`config.mk`:
```
export PLATFORM = sky130hd
export DESIGN_NAME = pms_frame_parser_top
export DESIGN_NICKNAME = d
export VERILOG_FILES = /design/src/hdl/pms_pkg.sv /design/src/hdl/pms_parser.sv /design/src/hdl/pms_out_fifo.sv /design/src/hdl/pms_frame_parser_top.sv
export SDC_FILE = /design/constraint.sdc
export NUM_CORES = 1
export LEC_CHECK = 0
export BUFFER_PORTS_ARGS = -buffer_cell sky130_fd_sc_hd__buf_2
export CAP_MARGIN = 20
export CELL_PAD_IN_SITES_DETAIL_PLACEMENT = 0
export CELL_PAD_IN_SITES_GLOBAL_PLACEMENT = 1
export CORE_MARGIN = 4
export CORE_UTILIZATION = 40
export DETAILED_ROUTE_END_ITERATION = 10
export HOLD_SLACK_MARGIN = 0.03
export PLACE_DENSITY = 0.73
export SYNTH_ARGS = -nofsm -noshare
export SYNTH_HDL_FRONTEND = slang
export SYNTH_SLANG_ARGS = --single-unit
```
`constraint.sdc`:
```
create_clock -name i_clk -period 7.35 [get_ports i_clk]
set_clock_uncertainty 0.15 [all_clocks]
set_input_delay 1.47 -clock i_clk [delete_from_list [all_inputs] [get_ports i_clk]]
set_output_delay 1.47 -clock i_clk [all_outputs]
set_load 0.01 [all_outputs]
```
`src/hdl/pms_pkg.sv`:
```
// Shared types and constants for the particulate sensor frame parser.
// No dependencies; imported by every module of the block.
package pms_pkg;

    localparam int BYTE_W  = 8;
    localparam int WORD_W  = 16;
    localparam int POS_W   = 17;
    localparam int CFG_IDX_W = 2;

    // Configuration register indexes.
    localparam logic [CFG_IDX_W-1:0] CFG_HEADER_FIRST  = 2'd0;
    localparam logic [CFG_IDX_W-1:0] CFG_HEADER_SECOND = 2'd1;

    localparam logic [BYTE_W-1:0] HEADER_FIRST_RST  = 8'h42;
    localparam logic [BYTE_W-1:0] HEADER_SECOND_RST = 8'h4d;

    // Fixed byte slots of a frame.
    localparam logic [POS_W-1:0] POS_HUNT    = 17'd0;
    localparam logic [POS_W-1:0] POS_HDR2    = 17'd1;
    localparam logic [POS_W-1:0] POS_LEN_HI  = 17'd2;
    localparam logic [POS_W-1:0] POS_LEN_LO  = 17'd3;
    localparam logic [POS_W-1:0] POS_WA_HI   = 17'd4;
    localparam logic [POS_W-1:0] POS_WA_LO   = 17'd5;
    localparam logic [POS_W-1:0] POS_DATA    = 17'd6;
    localparam logic [POS_W-1:0] POS_WC_HI   = 17'd8;
    localparam logic [POS_W-1:0] POS_WC_LO   = 17'd9;
    localparam logic [POS_W-1:0] POS_AFTER_WC = 17'd10;
    // Highest position a frame can reach: the last checksum byte at length 65535.
    localparam logic [POS_W-1:0] POS_MAX     = 17'd65538;

    localparam logic FRAME_OK       = 1'b0;
    localparam logic FRAME_MISMATCH = 1'b1;

    typedef struct packed {
        logic [WORD_W-1:0] third_word;
        logic [WORD_W-1:0] first_word;
        logic              frame_status;
    } t_result;

endpackage

```
`src/hdl/pms_parser.sv`:
```
// Per-byte frame parser: header hunt, length, data words and checksum.
// Depends on pms_pkg; result goes to the output buffer in the same cycle.
module pms_parser (
    input  logic                          i_clk,
    input  logic                          i_rst_n,
    input  logic                          i_cfg_we,
    input  logic [pms_pkg::CFG_IDX_W-1:0] i_cfg_index,
    input  logic [pms_pkg::BYTE_W-1:0]    i_cfg_data,
    input  logic                          i_valid,
    input  logic [pms_pkg::BYTE_W-1:0]    i_rx_byte,
    output logic                          o_res_valid,
    output pms_pkg::t_result              o_res
);
    import pms_pkg::*;

    logic [BYTE_W-1:0] r_hdr_first, r_hdr_second;
    logic [POS_W-1:0]  r_pos, n_pos;
    logic [WORD_W-1:0] r_len, n_len;
    logic [WORD_W-1:0] r_sum, n_sum;
    logic [BYTE_W-1:0] r_rx_hi, n_rx_hi;
    logic [WORD_W-1:0] r_word_a, n_word_a;
    logic [WORD_W-1:0] r_word_c, n_word_c;
    logic [BYTE_W-1:0] r_prev;

    logic              resync;
    logic [POS_W-1:0]  len_p2, len_p3;
    logic [WORD_W-1:0] sum_add;

    assign len_p2  = {1'b0, r_len} + 17'd2;
    assign len_p3  = {1'b0, r_len} + 17'd3;
    assign sum_add = r_sum + {8'h00, i_rx_byte};
    // A header pair seen inside a frame restarts it just past the header.
    assign resync  = (r_pos > POS_LEN_HI) && (r_prev == r_hdr_first)
                     && (i_rx_byte == r_hdr_second);

    always_comb begin
        n_pos       = r_pos;
        n_len       = r_len;
        n_sum       = r_sum;
        n_rx_hi     = r_rx_hi;
        n_word_a    = r_word_a;
        n_word_c    = r_word_c;
        o_res_valid = 1'b0;
        o_res.first_word   = r_word_a;
        o_res.third_word   = r_word_c;
        o_res.frame_status = (r_sum == {r_rx_hi, i_rx_byte}) ? FRAME_OK : FRAME_MISMATCH;
        if (resync) begin
            n_pos = POS_LEN_HI;
            n_sum = {8'h00, r_hdr_first} + {8'h00, r_hdr_second};
        end else begin
            unique case (r_pos)
                POS_HUNT: begin
                    if (i_rx_byte == r_hdr_first) begin
                        n_pos = POS_HDR2;
                        n_sum = {8'h00, i_rx_byte};
                    end
                end
                POS_HDR2: begin
                    if (i_rx_byte == r_hdr_second) begin
                        n_pos = POS_LEN_HI;
                        n_sum = sum_add;
                    end else begin
                        n_pos = POS_HUNT;
                    end
                end
                POS_LEN_HI: begin
                    n_sum = sum_add;
                    n_len = {i_rx_byte, 8'h00};
                    n_pos = POS_LEN_LO;
                end
                POS_LEN_LO: begin
                    n_sum = sum_add;
                    n_len = {r_len[15:8], i_rx_byte};
                    n_pos = POS_WA_HI;
                end
                POS_WA_HI: begin
                    n_sum    = sum_add;
                    n_word_a = {i_rx_byte, 8'h00};
                    n_pos    = POS_WA_LO;
                end
                POS_WA_LO: begin
                    n_sum    = sum_add;
                    n_word_a = {r_word_a[15:8], i_rx_byte};
                    n_pos    = POS_DATA;
                end
                POS_WC_HI: begin
                    n_sum    = sum_add;
                    n_word_c = {i_rx_byte, 8'h00};
                    n_pos    = POS_WC_LO;
                end
                POS_WC_LO: begin
                    n_sum    = sum_add;
                    n_word_c = {r_word_c[15:8], i_rx_byte};
                    n_pos    = POS_AFTER_WC;
                end
                default: begin
                    priority if (r_pos == len_p2) begin
                        n_rx_hi = i_rx_byte;
                        n_pos   = r_pos + 17'd1;
                    end else if (r_pos == len_p3) begin
                        o_res_valid = i_valid;
                        n_pos       = POS_HUNT;
                    end else if (r_pos > len_p3) begin
                        // Frame ran past its length: dropped without a result.
                        n_pos = POS_HUNT;
                    end else begin
                        n_sum = sum_add;
                        n_pos = r_pos + 17'd1;
                    end
                end
            endcase
        end
    end

    always_ff @(posedge i_clk) begin
        if (!i_rst_n) begin
            r_hdr_first  <= HEADER_FIRST_RST;
            r_hdr_second <= HEADER_SECOND_RST;
            r_pos        <= POS_HUNT;
            r_len        <= '0;
            r_sum        <= '0;
            r_rx_hi      <= '0;
            r_word_a     <= '0;
            r_word_c     <= '0;
            r_prev       <= '0;
        end else begin
            if (i_cfg_we && i_cfg_index == CFG_HEADER_FIRST) begin
                r_hdr_first <= i_cfg_data;
            end
            if (i_cfg_we && i_cfg_index == CFG_HEADER_SECOND) begin
                r_hdr_second <= i_cfg_data;
            end
            if (i_valid) begin
                r_pos    <= n_pos;
                r_len    <= n_len;
                r_sum    <= n_sum;
                r_rx_hi  <= n_rx_hi;
                r_word_a <= n_word_a;
                r_word_c <= n_word_c;
                r_prev   <= i_rx_byte;
            end
        end
    end

    a_res_needs_byte: assert property (@(posedge i_clk) disable iff (!i_rst_n)
        o_res_valid |-> i_valid)
        else $error("result raised without an accepted byte");
    a_res_restarts_hunt: assert property (@(posedge i_clk) disable iff (!i_rst_n)
        o_res_valid |=> r_pos == POS_HUNT)
        else $error("parser did not return to hunting after a result");
    a_resync_pos: assert property (@(posedge i_clk) disable iff (!i_rst_n)
        (i_valid && resync) |=> r_pos == POS_LEN_HI)
        else $error("resync did not restart the frame at the length field");
    a_pos_bound: assert property (@(posedge i_clk) disable iff (!i_rst_n)
        r_pos <= POS_MAX)
        else $error("byte position beyond the longest frame");

endmodule

```
`src/hdl/pms_out_fifo.sv`:
```
// Two-entry result buffer between the parser and the output stream.
// Depends on pms_pkg for the result type.
module pms_out_fifo (
    input  logic             i_clk,
    input  logic             i_rst_n,
    input  logic             i_push,
    input  pms_pkg::t_result i_data,
    output logic             o_has_space,
    output logic             o_valid,
    input  logic             i_ready,
    output pms_pkg::t_result o_data
);
    import pms_pkg::*;

    t_result    r_mem [2];
    logic       r_wr_ptr, r_rd_ptr;
    logic [1:0] r_count;
    logic       pop;

    assign o_valid     = (r_count != 2'd0);
    assign o_has_space = (r_count != 2'd2);
    assign o_data      = r_mem[r_rd_ptr];
    assign pop         = o_valid && i_ready;

    always_ff @(posedge i_clk) begin
        if (i_push) begin
            r_mem[r_wr_ptr] <= i_data;
        end
    end

    always_ff @(posedge i_clk) begin
        if (!i_rst_n) begin
            r_wr_ptr <= 1'b0;
            r_rd_ptr <= 1'b0;
            r_count  <= 2'd0;
        end else begin
            if (i_push) begin
                r_wr_ptr <= ~r_wr_ptr;
            end
            if (pop) begin
                r_rd_ptr <= ~r_rd_ptr;
            end
            unique case ({i_push, pop})
                2'b10:   r_count <= r_count + 2'd1;
                2'b01:   r_count <= r_count - 2'd1;
                default: r_count <= r_count;
            endcase
        end
    end

    a_no_overflow: assert property (@(posedge i_clk) disable iff (!i_rst_n)
        i_push |-> o_has_space)
        else $error("result pushed into a full buffer");
    a_count_bound: assert property (@(posedge i_clk) disable iff (!i_rst_n)
        r_count <= 2'd2)
        else $error("buffer count out of range");
    a_ptr_count: assert property (@(posedge i_clk) disable iff (!i_rst_n)
        (r_count == 2'd1) |-> (r_wr_ptr != r_rd_ptr))
        else $error("buffer pointers disagree with the count");

endmodule

```
`src/hdl/pms_frame_parser_top.sv`:
```
// Top level of the particulate sensor frame parser.
// Instantiates pms_parser and pms_out_fifo; depends on pms_pkg.

// The block takes one received byte per cycle on the slave stream while the output
// buffer has space and parses each byte in that same cycle. A frame's result (both data
// words and the checksum status) is written into a two-entry output buffer when its last
// checksum byte is transferred and is offered on the master stream from there; the input
// stalls only while both buffer entries hold results that have not been taken. Header bytes
// are programmed through the configuration channel, which is always ready; index 0 sets
// the first header byte and index 1 the second.
module pms_frame_parser_top (
    input  logic                          i_clk,
    input  logic                          i_rst_n,
    input  logic                          i_cfg_valid,
    output logic                          o_cfg_ready,
    input  logic [pms_pkg::CFG_IDX_W-1:0] i_cfg_index,
    input  logic [pms_pkg::BYTE_W-1:0]    i_cfg_data,
    input  logic                          i_s_axis_tvalid,
    output logic                          o_s_axis_tready,
    input  logic [7:0]                    i_s_axis_tdata,  // [7:0] rx_byte
    output logic                          o_m_axis_tvalid,
    input  logic                          i_m_axis_tready,
    output logic [31:0]                   o_m_axis_tdata,  // [15:0] first_word, [31:16] third_word
    output logic [0:0]                    o_m_axis_tuser   // [0] frame_status
);
    import pms_pkg::*;

    logic    in_xfer;
    logic    res_valid;
    logic    fifo_space;
    t_result res;
    t_result out_res;

    assign o_cfg_ready     = 1'b1;
    assign o_s_axis_tready = fifo_space;
    assign in_xfer         = i_s_axis_tvalid && fifo_space;

    pms_parser u_parser (
        .i_clk       (i_clk),
        .i_rst_n     (i_rst_n),
        .i_cfg_we    (i_cfg_valid),
        .i_cfg_index (i_cfg_index),
        .i_cfg_data  (i_cfg_data),
        .i_valid     (in_xfer),
        .i_rx_byte   (i_s_axis_tdata),
        .o_res_valid (res_valid),
        .o_res       (res)
    );

    pms_out_fifo u_out_fifo (
        .i_clk       (i_clk),
        .i_rst_n     (i_rst_n),
        .i_push      (res_valid),
        .i_data      (res),
        .o_has_space (fifo_space),
        .o_valid     (o_m_axis_tvalid),
        .i_ready     (i_m_axis_tready),
        .o_data      (out_res)
    );

    assign o_m_axis_tdata = {out_res.third_word, out_res.first_word};
    assign o_m_axis_tuser = out_res.frame_status;

endmodule

```
# After elaboration in Yosys (flattened, before gate mapping)
# Memories as Yosys holds them, arrays and structs flattened. A register that Yosys moved wholly into a read port is not among the register bits.
# Cells that the tools add are included.
[op_classes]
order_cmp = 2
n_eq_ne = 22
n_addsub = 7
n_reduce_logical = 24
n_mux = 27
bitwise = 7
[op_table]
columns = ["op", "n"]
rows = [
  ["$pmux W17 S8", 1],
  ["$mux W16", 6],
  ["$pmux W16 S2", 3],
  ["$mux W17", 5],
  ["$pmux W16 S3", 1],
  ["$add A16 B2 Y17 const B", 2],
  ["$eq A17 B17 Y1", 2],
  ["$eq A17 B2 Y1 const B", 2],
  ["$eq A17 B3 Y1 const B", 2],
  ["$eq A17 B4 Y1 const B", 2],
  ["$eq A8 B8 Y1", 3],
  ["$add A17 B1 Y17 const B", 1],
  ["$eq A17 B1 Y1 const B", 1],
  ["$gt A17 B17 Y1", 1],
  ["$gt A17 B2 Y1 const B", 1],
  ["$logic_not A17 Y1", 1],
  ["$add A16 B8 Y16", 1],
  ["$eq A16 B16 Y1", 1],
  ["$reduce_and A4 Y1", 4],
  ["$ne A5 B4 Y1 const B", 3],
  ["$reduce_bool A2 Y1", 5],
  ["$add A8 B8 Y9", 1],
  ["$mux W1", 9],
  ["$reduce_and A3 Y1", 3],
  ["15 further kinds", 28],
]
[word_totals]
reg_bits = 117
ramBits = 66
mem_count = 1
word_cells = 105
out_inout_bits = 36
[memory_table]
columns = ["memory", "depth", "word_bits", "read_ports", "rd_ports_with_merged_regs", "write_ports", "line_no", "text"]
rows = [
  ["u_out_fifo.r_mem", 2, 33, 1, 1, 1, "pms_out_fifo.sv:15", "t_result r_mem [2];"],
]

# Longest topological paths before layout
# Gate-level depths: netlist of the first run.
[logic_depth]
ltp_word = 8
ltp_mapped = 17
ltp_nobuf = 16

# Cells and area by module
# A second synthesis of the first run with hierarchy kept.
[hier_totals]
hier_cells = 969
area_unflattened_um2 = 9584.2
[by_module_without_submodules]
columns = ["mod", "cells_per_inst", "seq_area_each_um2", "n_inst", "area_each_um2"]
rows = [
  ["pms_parser", 840, 2262.2, 1, 6961.7],
  ["pms_out_fifo", 126, 2082.0, 1, 2605.0],
  ["pms_frame_parser_top", 3, 0.0, 1, 17.5],
]

# Least setup slack after synthesis of the first run
# OpenSTA, ideal clock, no wires.
[synth_path]
path_kind = "in2reg"
from = "input port i_s_axis_tdata[6]"
to = "memory u_out_fifo.r_mem[0][0] (netlist bit), enable pin"
setup_ps = 423
required_ps = 6777
setup_slack_ps = 2519
arrival_time_ps = 4258
cell_stages = 8
cell_sequence = "xor2_1 nor4_1 and4_1 a21oi_1 nand2_1 or2_2 clkbuf_1 nor2_1"
[synth_via]
elab_chain_len = 5
[synth_rtl]
columns = ["item", "line_no", "text"]
rows = [
  ["start, declared", "pms_frame_parser_top.sv:20", "input logic [7:0] i_s_axis_tdata,"],
  ["$eq A8 B8 Y1", "pms_parser.sv:34", "&& (i_rx_byte == r_hdr_second);"],
  ["$logic_and A1 B1 Y1", "pms_parser.sv:34", ""],
  ["$mux W1", "pms_parser.sv:47", "if (resync) begin"],
  ["$mux W1", "pms_out_fifo.sv:26", "if (i_push) begin"],
  ["$mux W1 (not written as such)", "pms_out_fifo.sv:27", "r_mem[r_wr_ptr] <= i_data;"],
  ["end, declared", "pms_out_fifo.sv:15", ""],
]
# Every way passes these cells.

# Worst setup path in the final report of the first run
[layout_path]
from = "register u_parser.r_len[2]"
to = "register u_parser.r_sum[12]"
[layout_via]
elab_chain_len = 4
[layout_rtl]
columns = ["item", "line_no", "text"]
rows = [
  ["start, declared", "pms_parser.sv:18", "logic [WORD_W-1:0] r_len, n_len;"],
  ["start signal, assigned", "pms_parser.sv:135", "r_len <= n_len;"],
  ["$add A16 B2 Y17 (on tied branches)", "pms_parser.sv:30, pms_parser.sv:29", ""],
  ["$gt A17 B17 Y1 (tied with other cells)", "pms_parser.sv:103", "end else if (r_pos > len_p3) begin"],
  ["$ne A5 B4 Y1 (no line)", "-", ""],
  ["$reduce_and A6 Y1 (no line) *", "-", ""],
  ["end signal, assigned", "pms_parser.sv:136", "r_sum <= n_sum;"],
  ["end, declared", "pms_parser.sv:19", "logic [WORD_W-1:0] r_sum, n_sum;"],
]
# Mark *: on every way between the ends. The rest lies on a longest branch, timed or not.
# A chain may end at the register's enable or synchronous reset.

==> results.toml, run 1 <==
[logic_synthesis]
synth-main-ff-cell = "dfxtp_1"
synth_nets = 1073
synthXorXnorAreaFrac = 0.07512
synth.distinct_cells = 67
synthSimpleGateAreaFrac = 0.1623
synth_compound_area_frac = 0.1334
ys_seq_elements = 184
synthMuxAreaShare = 0.08392
synth_area_um2 = 9677
yosys.area_share.adder = 0.05715
ys.warnings.count = 0
synth_top_family_by_area = "simple AND/OR/NAND/NOR gates"
synth_edf_count = 66
async_reset_ff_frac = 0
syn_inst = 1007
syn_area_per_cell_um2 = 9.610
yosysSeqAreaShare = 0.4489

[final_layout]
antenna_cells = 0
finish.net_count = 1085
layout-drive-gt1-share = 0.1376
syn_to_final_growth_pct = 11.24
final_cell_area_um2 = 10760
nFillCells = 2256
multi_input_area_um2 = 4967
fin_util = 0.4559
regArea_um2 = 4344

[routing]
wl_per_cell_um = 17.70
vias = 7245
routed_wl_um = 23920
drc_errors = 0
via_per_inst = 5.363
ant_nets = 0
drt_first_pass_iters = 5
drt_iter0_drc = 473

[cts]
numCtsBuffers = 17
cts_tree = "built"
cts_setup_buffers = 0
clock_sinks = 184
path_clk_slew_ps = 80
cts_resized = 0
clk_latency_ps = 440
h-tree-depth = 4
cts_root_buf = "clkbuf_16"
hold_buffers = 0
clockBufferDepth = 2

[power_and_ir_drop]
p_per_area_nw_per_um2 = 215.8
ir_drop_mv = 0.1561
power_leakage_nw = 4.083

[global_routing]
use_met2 = 0.2974
grtUsageMet3 = 0.02195
overflow = 0
antenna_found_initial = 0
grt-busiest-layer = "met2"
grt.met1_usage = 0.2621
grt_pass1_wl_um = 38820
grt_pass1_vias = 7001
grt_max_degree = 54
grt_usage = 0.1831

[timing]
setup_violations = 0
fmax_mhz = 212.0
period_share = 0.6419
fin_setup_tns_ps = 0
slew_violations = 0
worstMarginPinSlew_ps = 947.3
max_slew_margin = 0.3662
timing.final.hold_violations = 0
grt_setup_unrepaired = "false"
fin_crit_ps = 4718

[placement]
gp_congestion = 0.8379
dp_hpwl_um = 16550
dpl-instance-area_um2 = 10120
portBuffers = 57

[worst_hold_path]
hold_class = "reg -> reg"

[setup_path]
cp_data_arrival_time_ps = 4940
startpoint_type = "flop"
path_class = "reg -> reg"
path_max_fanout = 12
cp-end-kind = "flop"
critPathRequiredTime_ps = 7570

[floorplanning]
rows = 56
core_area_um2 = 23610
io_pins = 59
fp.dieW_um = 163.5
die_area_um2 = 26740
initial_core_util = 0.4098
die_h_um = 163.5

[status]
status = "finished clean"

[run]
drv_cap = 0
==> cell type report <==
| class | instances | share of cell area |
|---|---|---|
| tap | 319 | 0.03708 |
| clock buffer | 17 | 0.03952 |
| inverter | 21 | 0.007323 |
| sequential | 184 | 0.4036 |
| multi-input combinational | 732 | 0.4615 |
| clock inverter | 15 | 0.02034 |
| timing repair buffer | 63 | 0.03069 |
==> critical path: stages (launching register included) <==
cell	delay (ps)
dfxtp_1	530
nand3_1	260
nor2_1	200
nand4_1	250
nor2_1	210
nand2_1	80
xor2_1	160
ha_1	300
a21oi_1	140
o21ai_0	120
a2111oi_0	480
a211o_1	200
nand4b_1	290
o31a_1	550
or4b_2	650
o21ai_1	90
==> path summary, 6_finish.rpt <==
check	from	end	slack [ps]	cells past startpoint
setup / recovery	u_parser.r_len[2]$_SDFFE_PN0P_	u_parser.r_sum[12]$_SDFFE_PN0P_	2630	15
setup reg to reg	u_parser.r_len[2]$_SDFFE_PN0P_	u_parser.r_sum[12]$_SDFFE_PN0P_	2630	15
hold reg to reg	u_parser.r_word_c[14]$_SDFFE_PN0P_	u_out_fifo.r_mem[0][31]$_DFFE_PP_	310	0
hold / removal	u_parser.r_word_c[14]$_SDFFE_PN0P_	u_out_fifo.r_mem[0][31]$_DFFE_PP_	310	0
==> per-stage QoR <==
step,setup slack [ps],std cells,total power (W),hold slack (ps)
2_1_floorplan,2519,1007,0.001306,274.9
3_3_place_gp,2730,1319,0.001375,291.6
3_5_place_dp,2641,1319,0.001376,296.0
4_1_cts,2615,1351,0.002346,321.2
5_1_grt,2268,1351,0.002423,332.0
6_report,2632,1351,0.002322,314.9
==> report_power, final <==
group	leakage, nW	switching (W)	internal (W)	total (W)
combinational	2.13	0.000171	0.0000983	0.000269
clock	0.311	0.000488	0.000481	0.000969
sequential	1.64	0.0000196	0.00106	0.00108
==> synth_stat cells (all sizes together) (33+ instances only) <==
| cell | n | area (um^2) |
|---|---|---|
| nor2 | 116 | 437.9 |
| a21oi | 47 | 235.2 |
| o21ai | 38 | 190.2 |
| mux2i | 44 | 440.4 |
| ha | 41 | 513.0 |
| edfxtp | 66 | 1982 |
| nand2 | 87 | 326.6 |
| dfxtp | 118 | 2362 |
| xor2 | 43 | 376.6 |
| xnor2 | 40 | 350.3 |
| mux2 | 33 | 371.6 |
| clkbuf | 57 | 214.0 |
==> routing by layer <==
| layer | up-vias | share of wire |
|---|---|---|
| li1 | 3635 | - |
| met1 | 3463 | 0.49 |
| met2 | 132 | 0.47 |
| met3 | 15 | 0.032 |
| met4 | 0 | 0.0081 |
| met5 | - | 0 |
==> cell families after synthesis <==
| kind of cell | Yosys count |
|---|---|
| xor gates and xnor gates | 83 |
| buffers and inverters | 91 |
| DFF | 184 |
| and+or+nand+nor | 333 |
| adders and majority gates | 43 |
| AOI/OAI and AO/OA | 195 |
| other | 1 |
| muxes | 77 |
==> layout by cell type, fill, tap and decap left out, types with 5 or more instances in the layout <==
cell type	Yosys	routed
nand3_1	26	26
and3_1	15	15
edfxtp_1	66	66
clkinv_8	0	5
mux2_2	33	33
ha_1	41	41
nor2_1	115	113
xnor2_1	40	40
o211ai_1	13	13
o21a_1	5	5
clkbuf_16	0	17
o21ai_0	27	27
buf_2	6	57
nand2b_1	12	12
and2_1	5	5
a21oi_1	47	47
nor2b_1	5	5
dfxtp_1	118	118
nor3_1	15	15
o21ai_1	11	11
a211oi_1	6	6
inv_1	20	20
buf_4	5	6
mux2i_1	44	44
nand4_1	16	16
xor2_1	43	43
nand2_1	87	87
nor4_1	16	16
a22oi_1	25	25
a31oi_1	24	24
==> sequential cells by signal (all words and copies together), names as in the netlist, named ones only <==
register and flops:
u_parser.r_pos 17, u_out_fifo.r_count 2, u_parser.r_word_c 16, u_out_fifo.r_wr_ptr 1
u_parser.r_hdr_first 8, u_parser.r_word_a 16, u_parser.r_len 16, u_parser.r_sum 16
u_out_fifo.r_rd_ptr 1, u_parser.r_hdr_second 8, u_parser.r_rx_hi 8, u_out_fifo.r_mem 66
u_parser.r_prev 8
Note: power is estimated with default switching activity, not from simulation.
==> run 2: changes to the inputs <==
==> constraint.sdc (replaced) <==
create_clock -name i_clk -period 4.4 [get_ports i_clk]
set_clock_uncertainty 0.15 [all_clocks]
set_input_delay 0.88 -clock i_clk [delete_from_list [all_inputs] [get_ports i_clk]]
set_output_delay 0.88 -clock i_clk [all_outputs]
set_load 0.01 [all_outputs]
==> run 2 against run 1 <==
Compared with the run above:
- fmax is 15% higher
- clock power is 69% higher
- utilization is 0.96 points higher
- sequential power is 68% higher
- critical path type unchanged
- largest cell class unchanged
==> results.toml, run 2 (same netlist as run 1, synthesis figures left out) <==
[placement]
portBuffers = 57
gp_congestion = 0.8671
dp_hpwl_um = 17020

[timing]
grt_setup_unrepaired = "false"
fin_crit_ps = 4118
slew_violations = 0
fmax_mhz = 242.8
worst_hold_slack_ps = 300.1
timing.final.hold_violations = 0
setup_violations = 0
period_share = 0.9359
worstMarginPinSlew_ps = 931.2
max_slew_margin = 0.3783

[cts]
hold_buffers = 0
clockBufferDepth = 2
h-tree-depth = 4
clk_latency_ps = 430
path_clk_slew_ps = 90
cts_tree = "built"
numCtsBuffers = 17
clock_sinks = 184
cts_setup_buffers = 0
cts_root_buf = "clkbuf_16"

[final_layout]
largest_register_ff_count = 66
layout_common_cells = "dfxtp_1, nor2_1, nand2_1"
layout-drive-gt1-share = 0.1615
finish.net_count = 1112
regMostFlops = "u_out_fifo.r_mem"
layout_commonest_cell = "dfxtp_1"
syn_to_final_growth_pct = 13.58
nFillCells = 2289
antenna_cells = 0
reg_top3 = "u_out_fifo.r_mem x66, u_parser.r_pos x17"

[setup_path]
path_buf_inv = 1
cp_top_family = "simple AND/OR/NAND/NOR gates"
startpoint_type = "flop"
startpoint = "u_parser.r_len[0]$_SDFFE_PN0P_"
critPathRequiredTime_ps = 4610
max_stage_delay_ps = 630
path_cells = "inv_1 -> ha_1 -> nor2_1 -> nand4_1 -> nor2_1 -> nand2_1 -> xor2_1 -> ha_1 -> a21oi_1 -> o21ai_0 -> a2111oi_2 -> a211o_1 -> nand4b_1 -> o31a_1 -> or4b_2 -> o21ai_1"
cp_slowest_cell = "or4b_2"
path_class = "reg -> reg"
cp_data_arrival_time_ps = 4330
cp-end-kind = "flop"
path_max_fanout = 8
crit-reg2reg-launch = "u_parser.r_len[0]$_SDFFE_PN0P_"

[routing]
via_per_inst = 5.372
wl_per_cell_um = 17.58
drt_first_pass_iters = 5
vias = 7402
drc_errors = 0
ant_nets = 0
routed_wl_um = 24230
drt_iter0_drc = 454

[floorplanning]
initial_core_util = 0.4098
die_h_um = 163.5
die_area_um2 = 26740
io_pins = 59
fp.dieW_um = 163.5
rows = 56
core_area_um2 = 23610

[global_routing]
antenna_found_initial = 0
grt_pass1_vias = 7092
grt_pass1_wl_um = 38890
grt_max_degree = 52
grt_usage = 0.1850
overflow = 0

[power_and_ir_drop]
power_leakage_nw = 4.224
ir_drop_mv = 0.3274
p_per_area_nw_per_um2 = 356.5
power_w = 0.003918

[run]
drv_cap = 0

[status]
status = "finished clean"

[worst_hold_path]
hold_start = "u_parser.r_word_c[11]$_SDFFE_PN0P_"
hold_class = "reg -> reg"
[run 2: cell types whose count changed in the layout (fill, tap and decap cells not counted)]
cell | previous run | this run
clkinv_8 | 5 | 6
buf_12 | 0 | 1
a2111oi_2 | 0 | 1
buf_4 | 6 | 32
dfxtp_1 | 118 | 117
a2111oi_0 | 1 | 0
inv_6 | 3 | 2
inv_12 | 3 | 4
dfxtp_2 | 0 | 1
inv_16 | 2 | 1
[run 2: worst reg2reg max path: stages, from the launching register on]
cell and delay (ps):
dfxtp_1 350, inv_1 70, ha_1 250, nor2_1 170, nand4_1 230, nor2_1 210, nand2_1 90, xor2_1 160
ha_1 300, a21oi_1 140, o21ai_0 140, a2111oi_2 370, a211o_1 170, nand4b_1 150, o31a_1 410, or4b_2 630
o21ai_1 90
[run 2: metrics by stage]
stage	cell area (um^2)	instances	utilization	setup TNS (ps)	setup slack (ps)
floorplan	9677	1007	-	-14800	-224.2
global placement	10330	1346	0.4377	0	309.1
detailed placement	10330	1346	0.4377	0	288.3
CTS	10980	1378	0.4651	0	257.9
global route	10990	1378	0.4655	0	16.91
finish	10990	1378	0.4655	0	281.9
[run 2: what timing repair did]
| item | CTS | global route |
|---|---|---|
| setup endpoints to repair | 0 | 18 |
| endpoints found under the hold margin | 0 | 0 |
| resized for setup | 0 | 3 |
[run 2: final timing paths]
path | to | slack [ps] | depth (start not counted)
hold / removal | u_out_fifo.r_mem[1][28]$_DFFE_PP_ | 300 | 0
setup / recovery | u_parser.r_sum[12]$_SDFFE_PN0P_ | 280 | 16
hold reg to reg | u_out_fifo.r_mem[1][28]$_DFFE_PP_ | 300 | 0
setup reg to reg | u_parser.r_sum[12]$_SDFFE_PN0P_ | 280 | 16
[run 2: per-layer routing]
metal / vias to the layer above / GRT usage / wire (um)
met2: 142 / 0.2930 / 11100
met4: 0 / 0.04613 / 267
li1: 3690 / - / -
met5: - / 0 / 0
met1: 3555 / 0.2637 / 11840
met3: 15 / 0.03179 / 1023
[run 2: area by class of cell]
type | count | area (um^2) | share of cell area
multi-input cells | 732 | 4974 | 0.4525
flip-flops and latches | 184 | 4345 | 0.3954
repair buffers | 90 | 545.5 | 0.04964
clock buffers | 17 | 425.4 | 0.03871
well taps | 319 | 399.1 | 0.03632
clock inverters | 15 | 222.7 | 0.02026
inverters | 21 | 78.83 | 0.007172
[run 2: power breakdown]
part / switching [W] / internal (W) / total, W
logic: 0.000294 / 0.000176 / 0.000471
registers: 0.0000324 / 0.00178 / 0.00181
clock network: 0.000833 / 0.000805 / 0.00164
total: 0.00116 / 0.00276 / 0.00392
